<file path="config.mk">
export PLATFORM = sky130hd
export DESIGN_NAME = ela_lane
export DESIGN_NICKNAME = d
export VERILOG_FILES = /design/src/rtl/core/ela_pkg.sv /design/src/rtl/core/ela_lane.sv
export SDC_FILE = /design/constraint.sdc
export NUM_CORES = 1
export LEC_CHECK = 0
export BUFFER_PORTS_ARGS = -buffer_cell sky130_fd_sc_hd__buf_4
export CAP_MARGIN = 20
export CORE_ASPECT_RATIO = 0.5
export CORE_MARGIN = 2
export CORE_UTILIZATION = 25
export DETAILED_ROUTE_END_ITERATION = 10
export PLACE_DENSITY = 0.48
export SETUP_SLACK_MARGIN = 0.4
export SLEW_MARGIN = 20
export SYNTH_ARGS = -nofsm -noshare
export SYNTH_HDL_FRONTEND = slang
export SYNTH_SLANG_ARGS = --single-unit
</file>
<file path="constraint.sdc">
create_clock -name clk -period 18.5 [get_ports clk]
set_input_delay 2.775 -clock clk [delete_from_list [all_inputs] [get_ports clk]]
set_output_delay 2.775 -clock clk [all_outputs]
set_load 0.01 [all_outputs]
</file>
<file path="src/rtl/core/ela_pkg.sv">
`default_nettype none

package ela_pkg;

  // Register map, indexed by paddr[3:2]
  typedef enum logic [1:0] {
    REG_DIR  = 2'd0,
    REG_WIDE = 2'd1,
    REG_GAIN = 2'd2,
    REG_LINE = 2'd3
  } reg_idx_t;

  // Neighbor difference selection; the unused code acts as both combined
  typedef enum logic [1:0] {
    DIR_H    = 2'd0,
    DIR_V    = 2'd1,
    DIR_BOTH = 2'd2
  } dir_t;

  localparam int          NUM_CH   = 4;
  localparam int          CH_W     = 16;
  localparam int          DIFF_W   = CH_W + 2;
  localparam int          GAIN_W   = 16;
  localparam int          PROD_W   = DIFF_W + GAIN_W;
  localparam int          LINE_W   = 13;
  localparam logic [15:0] MAX_NARROW = 16'd255;
  localparam logic [15:0] MAX_WIDE   = 16'd65535;
  localparam logic [12:0] LINE_MIN = 13'd2;

  // Settings shared by all channel lanes
  typedef struct packed {
    logic                     wide;
    logic [1:0]               mode;
    logic signed [GAIN_W-1:0] gain;
  } lane_cfg_t;

endpackage

`default_nettype wire

</file>
<file path="src/rtl/core/ela_lane.sv">
`default_nettype none

module ela_lane (
  input  wire logic              clk,
  input  wire logic              adv,
  input  wire ela_pkg::lane_cfg_t cfg,
  input  wire logic [15:0]       src,
  input  wire logic [15:0]       left,
  input  wire logic [15:0]       above,
  input  wire logic [15:0]       dst,
  output logic      [15:0]       result
);

  logic [15:0]                         src_m;
  logic [15:0]                         left_m;
  logic [15:0]                         above_m;
  logic [15:0]                         dst_m;
  logic signed [ela_pkg::DIFF_W-1:0]   s_x;
  logic signed [ela_pkg::DIFF_W-1:0]   l_x;
  logic signed [ela_pkg::DIFF_W-1:0]   a_x;
  logic signed [ela_pkg::DIFF_W-1:0]   diff;
  logic signed [ela_pkg::PROD_W-1:0]   prod;
  logic [15:0]                         dst2;
  logic signed [ela_pkg::PROD_W-1:0]   shifted;
  logic signed [ela_pkg::PROD_W:0]     sum;
  logic [15:0]                         maxv;
  logic [15:0]                         result_next;

  // Channel masking for eight-bit mode
  always_comb begin
    src_m   = cfg.wide ? src   : {8'h00, src[7:0]};
    left_m  = cfg.wide ? left  : {8'h00, left[7:0]};
    above_m = cfg.wide ? above : {8'h00, above[7:0]};
    dst_m   = cfg.wide ? dst   : {8'h00, dst[7:0]};
  end

  // Neighbor difference
  always_comb begin
    s_x = $signed({2'b00, src_m});
    l_x = $signed({2'b00, left_m});
    a_x = $signed({2'b00, above_m});
    case (cfg.mode)
      ela_pkg::DIR_H: diff = s_x - l_x;
      ela_pkg::DIR_V: diff = s_x - a_x;
      default:        diff = (s_x <<< 1) - a_x - l_x;
    endcase
  end

  // Multiply stage
  always_ff @(posedge clk) begin
    if (adv) begin
      prod <= diff * cfg.gain;
      dst2 <= dst_m;
    end
  end

  // Floor shift, accumulate, clamp
  always_comb begin
    shifted = cfg.wide ? (prod >>> 16) : (prod >>> 8);
    sum     = (ela_pkg::PROD_W+1)'(shifted)
            + $signed({{(ela_pkg::PROD_W-15){1'b0}}, dst2});
    maxv    = cfg.wide ? ela_pkg::MAX_WIDE : ela_pkg::MAX_NARROW;
    if (sum < 0) begin
      result_next = '0;
    end else if (sum > $signed({{(ela_pkg::PROD_W-15){1'b0}}, maxv})) begin
      result_next = maxv;
    end else begin
      result_next = sum[15:0];
    end
  end

  always_ff @(posedge clk) begin
    if (adv) begin
      result <= result_next;
    end
  end

endmodule

`default_nettype wire
</file>
==> summary.md <==
| Metric | Value |
|---|---|
| Cell Area, Synth | `16900 um2` |
| Crit start category | `input port` |
| Largest net degree at the start of global routing | `59` |
| Layout fillers | `7229` |
| Resize count post-CTS | `0` |
| Vias in the first global route | `13300` |
| Setup violators final | `0` |
| Fin area | `19000 um2` |
| Met3 Use GR | `0.00973` |
| Final net count | `2467` |
| First-pass GRT wire length | `73300 um` |
| Yosys top cell by area | `fa_1` |
| DR iter-0 viols | `566` |
| Met1 Usage GRT | `0.187` |
| Root buffer cell | `clkbuf_16` |
| Ratio of cells with drive above 1 in the final layout | `0.0916` |
| Crit path max fanout | `56` |
| Largest cells by area after synthesis | `fa_1, ha_1, edfxtp_1` |
| Synth top area share | `0.364` |
| Core ar. | `66900 um2` |
| Yosys cell types | `66` |
| Worst relative slew slack | `0.296` |
| Crit path top cell by count | `fa_1` |
| Vert. Die Dim | `188 um` |
| Cell with the most instances after synthesis | `inv_1` |
| Placed Instance Area | `18700 um2` |
| Initial antenna violation count | `3` |
| Critical Path AT | `11.73 ns` |
| TritonRoute pass-1 iters | `4` |
| Register area | `1740 um2` |
| Slowest cell delay on critical path | `0.53 ns` |
| DRC Markers | `0` |
| Type of the most critical hold path | `register to register` |
| Num ports | `101` |
| RSZ-0062 raised after global routing | `no` |
| GRT Overall Usage | `0.133` |
| Synthesized Nets | `2398` |
| Run status | `completed` |
| Total negative setup slack | `0 ns` |
| Clock Pin Slew Worst Setup and Hold Paths | `0.05 ns` |
| Hpwl dp | `37500 um` |
| #FFs+latches synth | `58` |
| Critical path class | `input port to register` |
| R2R depth | `19` |
| Floorplan row count | `67` |
| Most frequent cells after synthesis | `inv_1, fa_1, nand2_1, and2_1, ha_1` |
| Clock Tree Buf Depth | `2` |
| Number of max-cap violations | `0` |
| Synthesis Warnings | `0` |
| Synthesized instance count | `1847` |
| H-tree levels | `3` |
| CP max stage cell | `fa_1` |
| Port Buffers | `100` |
| Via count | `12400` |
| ANT nets after route | `0` |
| Worst-Skew Late Latency | `0.33 ns` |
| CTS Hold Bufs | `0` |
| Starting Density | `0.252` |
| Inserted Clock Buffers | `9` |
| Die width | `372 um` |
| Gpl congestion | `0.842` |
| Sequential share of the synthesized area | `0.103` |
| Fin. Hold Viols | `0` |
| CTS tree | `yes` |
| R2R Setup Slk | `12.55 ns` |
| Area occupied by multi-input gates | `13500 um2` |
| Met2 Use GR | `0.225` |
| Wire length per cell | `15.9 um` |
| Clk_skew | `0.00951 ns` |
| Die ar. | `69800 um2` |
| EDFF count, synth | `58` |
| Post-CTS setup buffers | `0` |
| Grt peak-use layer | `met2` |
| Slew @ Worst Pin | `1.06 ns` |
| Final WL | `44800 um` |
| Peak Freq | `0.0858 GHz` |
| Area growth from synthesis to layout | `12.3%` |
| Final Max Slew Viols | `0` |
| Minimum clock period | `11.66 ns` |
| Worst hold path cell count | `3` |
| WP data required | `18.56 ns` |
| Clk sinks | `58` |
| Asr flop ratio synth | `0` |
| Gr ovfl total | `0` |
| Syn avg cell area | `9.14 um2` |
| Period utilization | `0.630` |
| Main synth FF type | `edfxtp_1` |
| Crit end category | `register` |
| Vias per inst | `4.39` |
[path summary, 6_finish.rpt]
kind | from | endpoint
worst min-delay path | dst2[0] | result[0]
worst min register to register | dst2[0] | result[0]
worst max register to register | prod[17] | result[2]
worst max-delay path | cfg[18] | prod[32]
[registers in the layout, summed over array words and instances, names as in the netlist]
name and cells:
dst2 16, prod 26, result 16
[worst max-delay path: cells and delay by family]
family / cells / cell delay, ns
adders and majority gates: 9 / 4.19
and+or+nand+nor: 5 / 0.89
xor gates and xnor gates: 1 / 0.15
AOI/OAI and AO/OA: 11 / 2.73
buffers and inverters: 7 / 0.96
[per-stage QoR]
stage               utilization  hold slack, ns  std cells  setup WS [ns]
CTS                       0.283           0.834       2818           6.77
finish                    0.283           0.801       2819           6.84
global route              0.283           0.883       2818           6.15
global placement          0.279           0.833       2802           6.51
detailed placement        0.279           0.818       2802           6.42
floorplan                     -           0.688       1847           7.25
[layout make-up]
cell class,instances,share of cell area
timing repair buffer,111,0.0439
clock buffer,10,0.0121
inverter,393,0.0778
sequential,58,0.0918
antenna,1,0.000132
tap,897,0.0592
multi-input combinational,1343,0.711
clock inverter,6,0.00429
[per-layer routing]
metal | share of wire | vias up
met1 | 0.49 | 6256
met4 | 0.011 | 2
met2 | 0.47 | 168
met5 | 0.00016 | -
li1 | - | 5924
met3 | 0.027 | 26
[cells by family (layout without fill, tap and decap cells)]
group                      count (synthesis)  in the layout  synth area share
buffers and inverters                    446            520             0.100
adders and majority gates                466            466             0.482
muxes                                     29             29            0.0187
DFF                                       58             58             0.103
other                                      0              1                 0
and+or+nand+nor                          514            514             0.155
AOI/OAI and AO/OA                        247            247            0.0966
xor gates and xnor gates                  87             87            0.0451
[layout by cell type, fill, tap and decap left out, types with 3 or more instances in the layout]
cell       instances
buf_4            111
a21o_1            26
and3_1            12
o21ai_0           39
and2_1           172
nand3_1           17
a221o_1            4
a211o_1            6
mux2i_1            7
nand2_1          179
or3_1              8
inv_1            392
ha_1             159
o21ai_2            3
xnor2_1           56
nor2_1            61
nor2b_1           12
a31oi_1            5
nand4_1            7
o211ai_1           4
o31ai_1            7
mux2_2            21
nor3_1            16
o21ai_1            4
or2_2              5
a21oi_1           77
a21bo_2            9
o21a_1             9
nand2b_1          14
fa_1             307
o31a_1             4
xor2_1            31
clkbuf_16          9
o21bai_1          10
a211oi_1          14
edfxtp_1          58
Power is left out: the tool's default activity adds up to more than one toggle a clock period on the data nets, which glitch-free logic cannot reach.
